[src/design/dbbm_pkg.sv]
`default_nettype none

package dbbm_pkg;

    // Frame averaging
    localparam int MAX_FRAMES  = 4;
    localparam int NUM_SAMPLES = 4;
    localparam int FC_W        = 3;
    localparam int SUM_W       = 18;
    localparam int DEPTH_W     = 16;
    localparam int PIX_W       = 12;
    localparam int MAXD_W      = 13;
    localparam int BOX_W       = 13;
    localparam int LIM_W       = 20;

    // Back-projection divide
    localparam int DIFF_W  = 22;
    localparam int PROD1_W = DIFF_W + SUM_W;
    localparam int NUM_W   = 46;
    localparam int DEN_W   = 26;
    localparam int Q_W     = 19;
    localparam int PC_W    = Q_W + 1;

    // Pinhole intrinsics in fixed point
    localparam int CX_MILLI = 953567;
    localparam int CY_MILLI = 532635;
    localparam int FX_DEN   = 13822300;
    localparam int FY_DEN   = 13794600;
    localparam int Z_DEN    = 10;

    // Transform
    localparam int COEF_W     = 32;
    localparam int NUM_COEF   = 12;
    localparam int COEF_IDX_W = 4;
    localparam int ONE_Q16    = 65536;
    localparam int PROD_W     = COEF_W + PC_W;
    localparam int ACC_W      = PROD_W + 3;
    localparam int FRAC_W     = 16;
    localparam int RND_W      = ACC_W - FRAC_W;
    localparam int COORD_W    = 24;
    localparam int XF_LAT     = 4;

    // Stream packing
    localparam int IN_DATA_W  = 128;
    localparam int OUT_DATA_W = 120;

    // Configuration port
    localparam int CFG_IDX_W  = 3;
    localparam int CFG_DATA_W = 13;

    typedef enum logic [CFG_IDX_W-1:0] {
        REG_FRAME_COUNT = 3'd0,
        REG_MAX_DEPTH   = 3'd1,
        REG_BOX_X_MIN   = 3'd2,
        REG_BOX_Y_MAX   = 3'd3,
        REG_BOX_Z_MIN   = 3'd4
    } cfg_reg_t;

    localparam logic CMD_PIXEL = 1'b0;
    localparam logic CMD_COEF  = 1'b1;

    // Item state carried beside the dividers
    typedef struct packed {
        logic [PIX_W-1:0]      col;
        logic [PIX_W-1:0]      row;
        logic                  ok;
        logic                  valid;
        logic                  is_coef;
        logic [COEF_IDX_W-1:0] idx;
        logic [COEF_W-1:0]     val;
    } side_t;

    // Item state carried beside the transform lanes
    typedef struct packed {
        logic [PIX_W-1:0]   col;
        logic [PIX_W-1:0]   row;
        logic               ok;
        logic               valid;
        logic [DEPTH_W-1:0] avg;
    } post_t;

endpackage

`default_nettype wire

[src/design/dbbm_merge.sv]
`default_nettype none

// Combine lane results: mask invalid pixels, test box, pack the output beat
module dbbm_merge (
    input  wire logic                                clk,
    input  wire logic                                rst_n,
    input  wire logic                                en,
    input  wire logic                                in_vld,
    input  wire dbbm_pkg::post_t                     info,
    input  wire logic signed [dbbm_pkg::COORD_W-1:0] obj_x,
    input  wire logic signed [dbbm_pkg::COORD_W-1:0] obj_y,
    input  wire logic signed [dbbm_pkg::COORD_W-1:0] obj_z,
    input  wire logic signed [dbbm_pkg::BOX_W-1:0]   box_x_min,
    input  wire logic signed [dbbm_pkg::BOX_W-1:0]   box_y_max,
    input  wire logic signed [dbbm_pkg::BOX_W-1:0]   box_z_min,
    output logic                                     res_vld,
    output logic [dbbm_pkg::OUT_DATA_W-1:0]          res_data
);

    logic                                 vld_reg;
    logic [dbbm_pkg::OUT_DATA_W-1:0]      data_reg;
    logic signed [dbbm_pkg::COORD_W-1:0]  bx, by, bz;
    logic signed [dbbm_pkg::COORD_W-1:0]  ox, oy, oz;
    logic [dbbm_pkg::DEPTH_W-1:0]         avg;
    logic                                 in_box;

    // Scale box limits to 1/16 mm
    assign bx = dbbm_pkg::COORD_W'(box_x_min) <<< 4;
    assign by = dbbm_pkg::COORD_W'(box_y_max) <<< 4;
    assign bz = dbbm_pkg::COORD_W'(box_z_min) <<< 4;

    always_comb
    begin
        ox     = info.valid ? obj_x : '0;
        oy     = info.valid ? obj_y : '0;
        oz     = info.valid ? obj_z : '0;
        avg    = info.ok ? info.avg : '0;
        in_box = info.valid && (obj_x > bx) && (obj_y < by) && (obj_z > bz);
    end

    always_ff @(posedge clk or negedge rst_n)
    begin
        if (!rst_n)
            vld_reg <= 1'b0;
        else if (en)
            vld_reg <= in_vld;
    end

    always_ff @(posedge clk)
    begin
        if (en)
            data_reg <= {6'b0, in_box, oz, oy, ox, avg, info.valid, info.row, info.col};
    end

    assign res_vld  = vld_reg;
    assign res_data = data_reg;

endmodule

`default_nettype wire

[config.mk]
export PLATFORM = sky130hd
export DESIGN_NAME = dbbm_merge
export DESIGN_NICKNAME = d
export VERILOG_FILES = /design/src/design/dbbm_pkg.sv /design/src/design/dbbm_merge.sv
export SDC_FILE = /design/constraint.sdc
export NUM_CORES = 1
export LEC_CHECK = 0
export BUFFER_PORTS_ARGS = -buffer_cell sky130_fd_sc_hd__buf_2
export CORE_MARGIN = 2
export CORE_UTILIZATION = 46
export DETAILED_ROUTE_END_ITERATION = 8
export GPL_TIMING_DRIVEN = 0
export PLACE_DENSITY = 0.87
export SLEW_MARGIN = 20
export SYNTH_ARGS = -nofsm -noshare
export SYNTH_HDL_FRONTEND = slang
export SYNTH_SLANG_ARGS = --single-unit
[constraint.sdc]
create_clock -name clk -period 0.8 [get_ports clk]
set_input_delay 0.08 -clock clk [delete_from_list [all_inputs] [get_ports clk]]
set_output_delay 0.08 -clock clk [all_outputs]
set_load 0.02 [all_outputs]
== Word level (Yosys, flattened, before mapping) ==
Index checks and enable logic that the tools add are counted.

* Order comparisons: 3
* Reduce and logical (&&, ||, !) cells: 3

{| class="wikitable"
|+ Operator list
! cell !! number
|-
| 24-bit by 17-bit greater-than comparator with 1-bit output || 2
|-
| 24-bit by 17-bit < comparator with 1-bit output || 1
|-
| 1-bit logical AND || 3
|}

* Register bits after elaboration: 115

== Logic depth before layout (Yosys ltp) ==
* Depth in word-level cells: 4
* Gate-level depth with buffers: 8
* Depth with buffers taken out: 8

== Least setup slack after synthesis ==
OpenSTA, ideal clock, no wires.

* Path kind: input port to flip-flop
* From: in box_y_max[2] in the netlist's numbering
* To: reg data_reg (netlist bit res_data[113]) (data pin)
* Arrival time: 1748 ps
* Path buffers: 0
* Slack: -1132 ps
* Cell stages on the path: 8
* Path through: inv_1 ha_1 a211oi_2 o21ai_1 a2111oi_2 o22ai_1 mux2_4 a2111oi_4

* Longest elaborated chain between the ends: 3

{| class="wikitable"
|+ RTL lines
! what !! RTL line !! text
|-
| from (decl) || dbbm_merge.sv:14 || <nowiki>input wire logic signed [dbbm_pkg::BOX_W-1:0] box_y_max,</nowiki>
|-
| 24-bit by 17-bit < comparator with 1-bit output || dbbm_merge.sv:38 || <nowiki>in_box = info.valid && (obj_x > bx) && (obj_y < by) && (obj_z > bz);</nowiki>
|-
| 1-bit logical AND (2 in series) || dbbm_merge.sv:38 ||
|-
| net in_box || dbbm_merge.sv:25 || <nowiki>logic in_box;</nowiki>
|-
| to (signal assigned) || dbbm_merge.sv:52 || <nowiki>data_reg <= {6'b0, in_box, oz, oy, ox, avg, info.valid, info.row, info.col};</nowiki>
|-
| to (decl) || dbbm_merge.sv:21 || <nowiki>logic [dbbm_pkg::OUT_DATA_W-1:0] data_reg;</nowiki>
|}

The timed path passes the listed nets, and every way through them passes these cells.
A chain may end at the register's enable or synchronous reset.

== Worst setup path after layout ==
* From: in box_y_max[12] in the netlist's numbering
* To: reg data_reg (netlist bit res_data[113]) (data pin)

Same word-level chain as after synthesis.

==> impl_metrics.env <==
export IMPL_path_max_fanout=8
export IMPL_ant_nets=0
export IMPL_synth_compound_area_share_pct=5.86
export IMPL_maxCapViolCount=0
export IMPL_cts_tree="built"
export IMPL_fillerInstances=569
export IMPL_synth_simple_area_share_pct=14.3
export IMPL_synth_top_cell_by_area="edfxtp_1"
export IMPL_die_area_sq_um=13000
export IMPL_place_port_buffers=271
export IMPL_yosys_area_top_type_share_pct=61.4
export IMPL_drv_slew=0
export IMPL_fin_ws_ns=-0.979
export IMPL_die_width_microns=114
export IMPL_clk_latency_ns=0.42
export IMPL_antenna_found_initial=2
export IMPL_timing_hold_violations_final=0
export IMPL_clock_path_buffers=2
export IMPL_violations="negative setup slack"
export IMPL_syn_area_per_cell_sq_um=13.5
export IMPL_gp_congestion=0.843
export IMPL_cts_clk_slew_worst_paths_ns=0.06
export IMPL_holdPathStages=2
export IMPL_end_kind="flip-flop"
export IMPL_period_needed_ns=1.78
export IMPL_final_core_util_pct=82.4
export IMPL_hold_ws_ns=0.0206
export IMPL_critPathLaunchType="input pin"
export IMPL_synth_warnings=0
export IMPL_grt_pass1_vias=5632
export IMPL_worstSetupPathType="input pin to flip-flop"
export IMPL_synth_edff_count=114
export IMPL_synthTopCellsByCount="edfxtp_1 (114), and2_1 (88), ha_1 (59), inv_1 (39), a21oi_1 (21)"
export IMPL_synth_adder_area_share_pct=13.2
export IMPL_critPathSlowestCell="mux2_4"
export IMPL_final_cells=991
export IMPL_ys_flop_type="edfxtp_1"
export IMPL_synthCells=412
export IMPL_drc=0
export IMPL_synthArstFlopShare_pct=0.870
export IMPL_routedWlPerCell_microns=22.3
export IMPL_fin_crit_sh_pct=222
export IMPL_grt_start_max_net_pins=72
export IMPL_yosysUniqueCellTypes=36
export IMPL_synth_area_sq_um=5570
export IMPL_cp_data_required_time_ns=1.01
export IMPL_overflow=0
export IMPL_tns_ns=-28.69
export IMPL_ir_worst_vdd_v=0.00134
export IMPL_ys_seq_area_share_pct=61.9
export IMPL_io_pins=278
export IMPL_synth_top_family_by_area="simple AND/OR/NAND/NOR gates"
export IMPL_dp_cells=836
export IMPL_cts_root_buffer="clkbuf_16"
export IMPL_fp_dieH_microns=114
export IMPL_wl_mm=22.1
export IMPL_crit_buf_inv=3
export IMPL_synth_seq_cells=115
export IMPL_synthMuxAreaShare_pct=0.472
export IMPL_crit_family="compound AO/OA/AOI/OAI gates"
export IMPL_rows=40
export IMPL_r2r_cells=1
export IMPL_vias_per_cell=5.38
export IMPL_first_pass_iters=5
export IMPL_numCtsBuffers=17
export IMPL_rsz0062_at_grt="true"
export IMPL_initialDrtViolationCount=397
export IMPL_setup_viol_count_final=122
export IMPL_dp_hpwl_mm=11.0
export IMPL_path_depth=10
export IMPL_grt_pass1_wl_mm=28.9
export IMPL_track_usage_pct=29.5
export IMPL_cp_slowest_stage_delay_ns=0.36
export IMPL_clkSinkCount=115
export IMPL_place_ws_ns=-1.40
export IMPL_vias=5329
export IMPL_core_sq_um=11900
export IMPL_synth_xor_area_share_pct=0.157
export IMPL_hp_class="input pin to flip-flop"
export IMPL_synth_most_common_cell="edfxtp_1"
export IMPL_timing_fmax_mhz=562
export IMPL_syn_to_final_growth_pct=76.1
export IMPL_nets=1045
export IMPL_leakagePower_uw=0.00437
export IMPL_drive_above_1_share_pct=41.3
export IMPL_cp_arrival_ns=1.99
export IMPL_htree_num_levels=4
export IMPL_clock_skew_ns=0
export IMPL_path_cells="buf_2 > clkinvlp_4 > buf_12 > ha_1 > nand2_1 > nor2_2 > a21oi_1 > o22ai_1 > mux2_4 > a2111oi_4"
export IMPL_status="finished, violations left"
export IMPL_start_util_pct=46.8
export IMPL_synthTopCellsByArea="edfxtp_1 (61%), ha_1 (13%), and2_1 (9.9%)"
export IMPL_power_density_nw_per_um2=1940
-- cells by family after synthesis --
family,count (synthesis)
AND/OR/NAND/NOR,134
flip-flops,115
adder cells (fa/ha/maj),59
buffers and inverters,53
AO/OA/AOI/OAI,47
multiplexers,2
other,1
XOR/XNOR,1
-- cells in the final DEF, fill, tap and decap left out, types with 5 or more instances in the layout --
master	synthesis	routed
and2_1	88	88
buf_6	0	100
nand3_1	5	5
a21o_1	5	5
edfxtp_1	114	114
inv_1	39	36
buf_4	6	12
clkbuf_16	0	18
nand2_1	13	13
ha_1	59	47
a21oi_1	21	20
clkbuf_1	8	8
clkinvlp_4	0	5
nand4_1	8	8
ha_4	0	12
dlygate4sd3_1	0	112
conb_1	1	6
nor2_1	6	5
o21ai_0	7	6
buf_2	0	170
-- power breakdown --
group | total, uW | switching, uW | internal, uW
Clock | 7590 | 2990 | 4600
Sequential | 7440 | 266 | 7180
Combinational | 4020 | 2000 | 2020
Total | 19100 | 5250 | 13800
-- final timing paths --
check                           endpoint  slack [ns]          start
max in group asynchronous        res_vld        0.08          rst_n
min reg2reg                      res_vld        0.60        res_vld
min in group asynchronous        res_vld        0.56          rst_n
max                        res_data[113]       -0.98  box_y_max[12]
min                         res_data[84]        0.02      obj_y[19]
max reg2reg                      res_vld       -0.03        res_vld
-- final cells by class --
| type | instances | area (sq um) | area share [%] |
|---|---|---|---|
| antenna | 2 | 5.00 | 0.0510 |
| multi-input combinational | 249 | 2110 | 21.5 |
| tap | 147 | 184 | 1.87 |
| buffer | 14 | 75.1 | 0.765 |
| timing repair buffer | 393 | 3250 | 33.1 |
| clock buffer | 17 | 425 | 4.34 |
| clock inverter | 15 | 155 | 1.58 |
| inverter | 39 | 154 | 1.57 |
| sequential | 115 | 3450 | 35.2 |
-- stage by stage --
| stage | total power (uW) | area [sq um] |
|---|---|---|
| 3_3_place_gp | 9970 | 7160 |
| 4_1_cts | 18300 | 9390 |
| 6_report | 19100 | 9810 |
| 5_1_grt | 19600 | 9810 |
| 3_5_place_dp | 10100 | 7200 |
| 2_1_floorplan | 8850 | 5620 |
-- state kept, by name, indices dropped and copies added (netlist names) --
| signal | cells |
|---|---|
| res_data | 114 |
| res_vld | 1 |
-- layer usage --
| layer | vias up | track usage [%] | part of all wire (%) |
|---|---|---|---|
| met2 | 363 | 57.1 | 54 |
| met1 | 2562 | 29.3 | 32 |
| met3 | 87 | 7.31 | 8.9 |
| met4 | 0 | 13.8 | 5.2 |
| li1 | 2317 | - | - |
| met5 | - | 0 | 0 |
-- what timing repair did --
action | CTS | global route
setup endpoints to repair | 116 | 187
resized for setup | 101 | 119
hold endpoints to repair | 111 | 0
gates cloned | 0 | 1
hold buffers | 112 | 0
setup buffers | 7 | 1
pin swaps | 11 | 4
No activity file was read; power rests on OpenSTA's default activity.
