`src/design/dbbm_pkg.sv`:
```
`default_nettype none

package dbbm_pkg;

    // Frame averaging
    localparam int MAX_FRAMES  = 4;
    localparam int NUM_SAMPLES = 4;
    localparam int FC_W        = 3;
    localparam int SUM_W       = 18;
    localparam int DEPTH_W     = 16;
    localparam int PIX_W       = 12;
    localparam int MAXD_W      = 13;
    localparam int BOX_W       = 13;
    localparam int LIM_W       = 20;

    // Back-projection divide
    localparam int DIFF_W  = 22;
    localparam int PROD1_W = DIFF_W + SUM_W;
    localparam int NUM_W   = 46;
    localparam int DEN_W   = 26;
    localparam int Q_W     = 19;
    localparam int PC_W    = Q_W + 1;

    // Pinhole intrinsics in fixed point
    localparam int CX_MILLI = 953567;
    localparam int CY_MILLI = 532635;
    localparam int FX_DEN   = 13822300;
    localparam int FY_DEN   = 13794600;
    localparam int Z_DEN    = 10;

    // Transform
    localparam int COEF_W     = 32;
    localparam int NUM_COEF   = 12;
    localparam int COEF_IDX_W = 4;
    localparam int ONE_Q16    = 65536;
    localparam int PROD_W     = COEF_W + PC_W;
    localparam int ACC_W      = PROD_W + 3;
    localparam int FRAC_W     = 16;
    localparam int RND_W      = ACC_W - FRAC_W;
    localparam int COORD_W    = 24;
    localparam int XF_LAT     = 4;

    // Stream packing
    localparam int IN_DATA_W  = 128;
    localparam int OUT_DATA_W = 120;

    // Configuration port
    localparam int CFG_IDX_W  = 3;
    localparam int CFG_DATA_W = 13;

    typedef enum logic [CFG_IDX_W-1:0] {
        REG_FRAME_COUNT = 3'd0,
        REG_MAX_DEPTH   = 3'd1,
        REG_BOX_X_MIN   = 3'd2,
        REG_BOX_Y_MAX   = 3'd3,
        REG_BOX_Z_MIN   = 3'd4
    } cfg_reg_t;

    localparam logic CMD_PIXEL = 1'b0;
    localparam logic CMD_COEF  = 1'b1;

    // Item state carried beside the dividers
    typedef struct packed {
        logic [PIX_W-1:0]      col;
        logic [PIX_W-1:0]      row;
        logic                  ok;
        logic                  valid;
        logic                  is_coef;
        logic [COEF_IDX_W-1:0] idx;
        logic [COEF_W-1:0]     val;
    } side_t;

    // Item state carried beside the transform lanes
    typedef struct packed {
        logic [PIX_W-1:0]   col;
        logic [PIX_W-1:0]   row;
        logic               ok;
        logic               valid;
        logic [DEPTH_W-1:0] avg;
    } post_t;

endpackage

`default_nettype wire

```
`src/design/dbbm_div.sv`:
```
`default_nettype none

// Restoring divider, one quotient bit per pipeline stage, sign applied at the end
module dbbm_div (
    input  wire logic                              clk,
    input  wire logic                              en,
    input  wire logic [dbbm_pkg::NUM_W-1:0]        num,
    input  wire logic [dbbm_pkg::DEN_W-1:0]        den,
    input  wire logic                              neg,
    output logic signed [dbbm_pkg::PC_W-1:0]       q
);

    logic [dbbm_pkg::NUM_W-1:0] rem_s [dbbm_pkg::Q_W+1];
    logic [dbbm_pkg::DEN_W-1:0] den_s [dbbm_pkg::Q_W+1];
    logic [dbbm_pkg::Q_W-1:0]   quo_s [dbbm_pkg::Q_W+1];
    logic                       neg_s [dbbm_pkg::Q_W+1];

    assign rem_s[0] = num;
    assign den_s[0] = den;
    assign quo_s[0] = '0;
    assign neg_s[0] = neg;

    for (genvar k = 0; k < dbbm_pkg::Q_W; k++) begin : g_stage
        logic [dbbm_pkg::NUM_W-1:0] dsh;
        logic                       ge;

        assign dsh = dbbm_pkg::NUM_W'(den_s[k]) << (dbbm_pkg::Q_W - 1 - k);
        assign ge  = rem_s[k] >= dsh;

        // Subtract the shifted divisor when it fits
        always_ff @(posedge clk)
        begin
            if (en)
            begin
                rem_s[k+1] <= ge ? rem_s[k] - dsh : rem_s[k];
                quo_s[k+1] <= {quo_s[k][dbbm_pkg::Q_W-2:0], ge};
                den_s[k+1] <= den_s[k];
                neg_s[k+1] <= neg_s[k];
            end
        end
    end

    // Restore sign
    always_comb
    begin
        if (neg_s[dbbm_pkg::Q_W])
            q = -$signed({1'b0, quo_s[dbbm_pkg::Q_W]});
        else
            q = $signed({1'b0, quo_s[dbbm_pkg::Q_W]});
    end

endmodule

`default_nettype wire

```
`config.mk`:
```
export PLATFORM = sky130hd
export DESIGN_NAME = dbbm_div
export DESIGN_NICKNAME = d
export VERILOG_FILES = /design/src/design/dbbm_pkg.sv /design/src/design/dbbm_div.sv
export SDC_FILE = /design/constraint.sdc
export NUM_CORES = 2
export LEC_CHECK = 0
export ABC_CLOCK_PERIOD_IN_PS = 7400
export BUFFER_PORTS_ARGS = -buffer_cell sky130_fd_sc_hd__buf_2
export CELL_PAD_IN_SITES_DETAIL_PLACEMENT = 0
export CELL_PAD_IN_SITES_GLOBAL_PLACEMENT = 1
export CORE_MARGIN = 2
export CORE_UTILIZATION = 35
export DETAILED_ROUTE_END_ITERATION = 8
export GPL_TIMING_DRIVEN = 0
export PLACE_DENSITY_LB_ADDON = 0.1
export SETUP_SLACK_MARGIN = 0.02
export SYNTH_ARGS = -nofsm -noshare
export SYNTH_HDL_FRONTEND = slang
export SYNTH_SLANG_ARGS = --single-unit
export TNS_END_PERCENT = 5
```
`constraint.sdc`:
```
create_clock -name clk -period 7.4 [get_ports clk]
set_input_delay 0.74 -clock clk [delete_from_list [all_inputs] [get_ports clk]]
set_output_delay 0.74 -clock clk [all_outputs]
set_load 0.05 [all_outputs]
```
### Word level (Yosys, flattened, before mapping)

Index checks and enable logic that the tools add are counted.

| word-level totals | value |
|---|---|
| register bits | 1505 |
| latch bits | 0 |
| memory bits (writable) | 0 |
| ROM bits | 0 |
| input bits | 75 |
| output and inout port bits | 20 |
| word-level logic and storage cells | 131 |
| memories | 0 |

| operators by class | value |
|---|---|
| add/subtract/negate cells | 19 |
| $mul | 0 |
| divide/modulo/power cells | 0 |
| $lt $le $gt $ge | 19 |
| eq/ne operators | 0 |
| shift-type cells | 0 |
| multiplexer cells | 19 |
| bitwise logic cells | 0 |
| reduce and logical (&&, ||, !) cells | 0 |

Operators by type and width:

| kind | number |
|---|---|
| $mux W46 | 18 |
| $ge A46 B26 Y1 | 1 |
| $ge A46 B27 Y1 | 1 |
| $ge A46 B28 Y1 | 1 |
| $ge A46 B29 Y1 | 1 |
| $ge A46 B30 Y1 | 1 |
| $ge A46 B31 Y1 | 1 |
| $ge A46 B32 Y1 | 1 |
| $ge A46 B33 Y1 | 1 |
| $ge A46 B34 Y1 | 1 |
| $ge A46 B35 Y1 | 1 |
| $ge A46 B36 Y1 | 1 |
| $ge A46 B37 Y1 | 1 |
| $ge A46 B38 Y1 | 1 |
| $ge A46 B39 Y1 | 1 |
| $ge A46 B40 Y1 | 1 |
| $ge A46 B41 Y1 | 1 |
| $ge A46 B42 Y1 | 1 |
| $ge A46 B43 Y1 | 1 |
| $ge A46 B44 Y1 | 1 |
| $sub A46 B27 Y46 | 1 |
| $sub A46 B28 Y46 | 1 |
| $sub A46 B29 Y46 | 1 |
| $sub A46 B30 Y46 | 1 |
| other kinds (16) | 16 |

### Longest topological paths before layout

| depth | value |
|---|---|
| word-level depth | 2 |
| gate-level depth with buffers | 16 |
| gate-level depth less buffers | 14 |

### Worst setup path after synthesis

No wires, ideal clock.

| path | value |
|---|---|
| path kind | register -> register |
| from | register rem_s[140] (netlist bit) |
| to | register rem_s[126] (netlist bit), data pin |
| setup time | 262 ps |
| data arrival time | 3386 ps |
| required time | 7138 ps |
| path slack | 3751 ps |
| cell stages (with the launch flop) | 15 |
| path buffers | 0 |
| clock period less this slack | 3649 ps |
| path through | edfxtp_1 > inv_1 > ha_1 > inv_1 > fa_1 > a21o_1 > a311o_1 > a31oi_2 > a31oi_1 > a41o_1 > a211o_1 > or3_1 > or3_4 > nor3_2 > xor2_1 |

| on the way | value |
|---|---|
| longest elaborated chain between the ends | 2 |
| elaborated cells between the ends (all ways) | 3 |
| classes of those cells | add/sub: 1; order compare: 1; mux: 1 |

RTL lines:

| what | line | source |
|---|---|---|
| start: declaration | dbbm_div.sv:13 | `logic [dbbm_pkg::NUM_W-1:0] rem_s [dbbm_pkg::Q_W+1];` |
| start signal: indexed assignment | dbbm_div.sv:35 | `rem_s[k+1] <= ge ? rem_s[k] - dsh : rem_s[k];` |
| $sub A46 B28 Y46 or $ge A46 B28 Y1 (tied branches) | dbbm_div.sv:35, dbbm_div.sv:28 |  |
| $mux W46 * | dbbm_div.sv:35 |  |

Every way passes the cells marked *; elsewhere a longest branch is shown, timed or not.
A chain may end at the register's enable or synchronous reset.

### Worst setup path in the final report

| path | value |
|---|---|
| from | register rem_s[852] (netlist bit) |
| to | register rem_s[821] (netlist bit), data pin |

| on the way | value |
|---|---|
| longest elaborated chain between the ends | 2 |
| elaborated cells between the ends (all ways) | 3 |
| classes of those cells | add/sub: 1; order compare: 1; mux: 1 |

RTL lines:

| what | line | source |
|---|---|---|
| $ge A46 B43 Y1 | dbbm_div.sv:28 | `assign ge = rem_s[k] >= dsh;` |
| net g_stage[1].ge | dbbm_div.sv:25 | `logic ge;` |
| $mux W46 | dbbm_div.sv:35 |  |

The timed path passes the listed nets, and every way through them passes these cells.

==> flow_metrics.tcl <==
set metrics [dict create \
    grt_usage 0.1822 \
    start_kind "register" \
    clock-root-buffer "clkbuf_16" \
    placeableCoreArea_um2 229500 \
    max_freq_mhz 192.2 \
    synth_edf_count 1505 \
    worstHoldPathCells 1 \
    grt_max_degree 169 \
    final.min_clock_period_ps 5203 \
    gp_congestion 0.8476 \
    yosysTopAreaCell "edfxtp_1" \
    holdCritStartpoint "num[6]" \
    syn-num-nets 7615 \
    port-buffer-count 94 \
    cts.sinks 1505 \
    power.density_nw_per_um2 385.1 \
    grt_pass1_vias 53430 \
    overflow 0 \
    start_util 0.3514 \
    layout_common_cells "edfxtp_1, inv_1, a21oi_1, nor2_1, ha_1" \
    required_ps 7950 \
    tns_ps 0 \
    power_mw 35.17 \
    hold_viol 0 \
    insertion_delay_ps 840 \
    placed_cell_area_um2 85170 \
    ys_seq_area_frac 0.5605 \
    place_ws_ps 2150 \
    synth_cells 7027 \
    syn_to_final_growth_pct 13.27 \
    routedWlPerCell_um 20.65 \
    drv_cap 0 \
    p_leak_nw 35.16 \
    slew_headroom 0.1559 \
    slew_viol_final 0 \
    ys_warn_count 0 \
    die_area_um2 234200 \
    die_width_um 484.0 \
    viasPerCell 5.109 \
    dr.pass1.iters 8 \
    cp_top_family "buffers and inverters" \
    antenna_left 0 \
    timing.rr.start "rem_s[852]" \
    drc_errors 0 \
    ir_worst_vdd_uv 216.8 \
    worst_setup_path_end_kind "register" \
    fin_crit_sh 0.7031 \
    ys_seq_elements 1505 \
    die_h_um 484.0 \
    r2r-end "rem_s[821]" \
    cts_resized 0 \
    row_count 176 \
    max-clock-path-buffers 3 \
    ys_types 88 \
    critical_path_class "reg2reg" \
    grt_pass1_wl_um 329200 \
    hold_buffers 15 \
    drive_above_1_share 0.06951 \
    postCtsSetupRepairBufs 0 \
    worstPathArrival_ps 5750 \
    synth_top_area_frac 0.5605 \
    setup_violations 0 \
    cts_made_buffers 173 \
    hpwl_um 168000 \
    vias 53640 \
    status "completed" \
    synthArstFlopShare 0 \
    cp_max_fo 10 \
    io_pins 95 \
    finalInstanceArea_um2 91320 \
    ys.flop_type "edfxtp_1" \
    clkSlewWorstSetupHoldPaths_ps 60 \
    max_slew.worst_pin.slew_ps 1256 \
    cts_tree "yes" \
    path_cells "ha_1 > and3_1 > nand4_1 > nor4_1 > nand4_1 > nand2_1 > a211o_1 > clkbuf_1 > clkbuf_1 > clkbuf_1 > a21oi_1" \
    synthTopCellsByArea "edfxtp_1, ha_1, xnor2_1" \
    final_common_cell "edfxtp_1" \
    hold_end "rem_s[834]" \
    first_iter_violations 3592 \
    clock_skew_ps 59.21 \
    ff2ff_setup_slack_ps 2200 \
    grt_setup_unrepaired "no" \
    final_nets 7909 \
    timing.final.ws_setup_ps 2197 \
    crit_buf_inv 3 \
    cts_max_level 4 \
    wirelength_um 216800 \
    hold_ws_ps 93.78 \
    r2r_cells 11 \
    synth.cell_area_um2 80620 \
    critPathMostFrequentCell "clkbuf_1" \
    synth.avg_cell_area_um2 11.47 \
    critPathSlowestCell "nor4_1" \
    worstHoldPathType "in2reg" \
    antenna_found_initial 9 \
    critPathMaxStageDelay_ps 1060 \
]
[synth_stat cells, types with 23 or more instances]
cell	count
edfxtp_1	1505
xnor2_1	356
mux2_2	79
nand4_1	83
o31ai_1	37
or3_1	48
o211ai_1	40
nor4_1	82
or4_1	32
and3_1	41
nor2_1	559
a211oi_1	32
mux2_1	34
clkbuf_1	120
o21ai_1	62
and2_1	23
a31oi_1	49
nor3_1	131
a21oi_1	618
or2_2	27
nand3_1	122
a21o_1	219
o21bai_1	73
o21a_1	66
inv_1	630
ha_1	495
nand2_1	424
o21ai_0	287
nand2b_1	95
xor2_1	236
nor2b_1	81
[state kept, by name (all words and copies together), names as in the netlist]
name	cells
rem_s	828
den_s	468
quo_s	190
neg_s	19
[worst reg2reg max path: cells and delay by family (launching register included)]
kind / cells / cell delay [ps]
buf+inv: 3 / 1900
simple gates: 5 / 1840
flops: 1 / 430
fa+ha+maj: 1 / 390
compound gates: 2 / 350
[cells by family after synthesis]
family / after synthesis / synth area share
DFF: 1505 / 0.5605
adders and majority gates: 513 / 0.08129
and+or+nand+nor: 1839 / 0.1112
buffers and inverters: 777 / 0.03645
muxes: 120 / 0.01665
AOI/OAI and AO/OA: 1681 / 0.1296
xor gates and xnor gates: 592 / 0.06431
[stage by stage]
| stage | utilization | instances |
|---|---|---|
| after floorplan | - | 7027 |
| after global placement | 0.3699 | 10150 |
| after detailed placement | 0.3712 | 10160 |
| after CTS | 0.3979 | 10490 |
| after global routing | 0.3980 | 10500 |
| final | 0.3980 | 10500 |
[power by group]
part / switching, mW / total (mW) / internal (mW)
clock: 3.68 / 8.88 / 5.20
combinational: 7.35 / 12.8 / 5.45
sequential: 1.44 / 13.5 / 12.0
total: 12.5 / 35.2 / 22.7
[layout make-up]
cell class	instances	area, um^2
sequential	1505	45190
inverter	632	2372
fill	22230	138100
timing repair buffer	119	910.9
clock inverter	119	1549
clock buffer	202	4438
buffer	145	566.8
tap	3026	3786
multi-input combinational	4745	32490
antenna	6	15.01
[per-layer routing]
layer,GRT usage,up-vias,share of wire
met4,0.05025,0,0.024
met3,0.02255,253,0.032
met5,0,-,0
met1,0.2361,26080,0.45
li1,-,26480,-
met2,0.3191,829,0.50
[worst max path at each step]
stage,startpoint,endpoint,slack (ps),depth (start not counted)
2_1_floorplan,rem_s[140],rem_s[126],3750,14
3_3_place_gp,en,quo_s[16],-19000,1
3_5_place_dp,den_s[327],rem_s[539],2150,11
4_1_cts,den_s[327],rem_s[539],2110,11
5_1_grt,rem_s[564],rem_s[539],1890,12
6_report,rem_s[852],rem_s[821],2200,11
(Power assumes the default switching activity.)
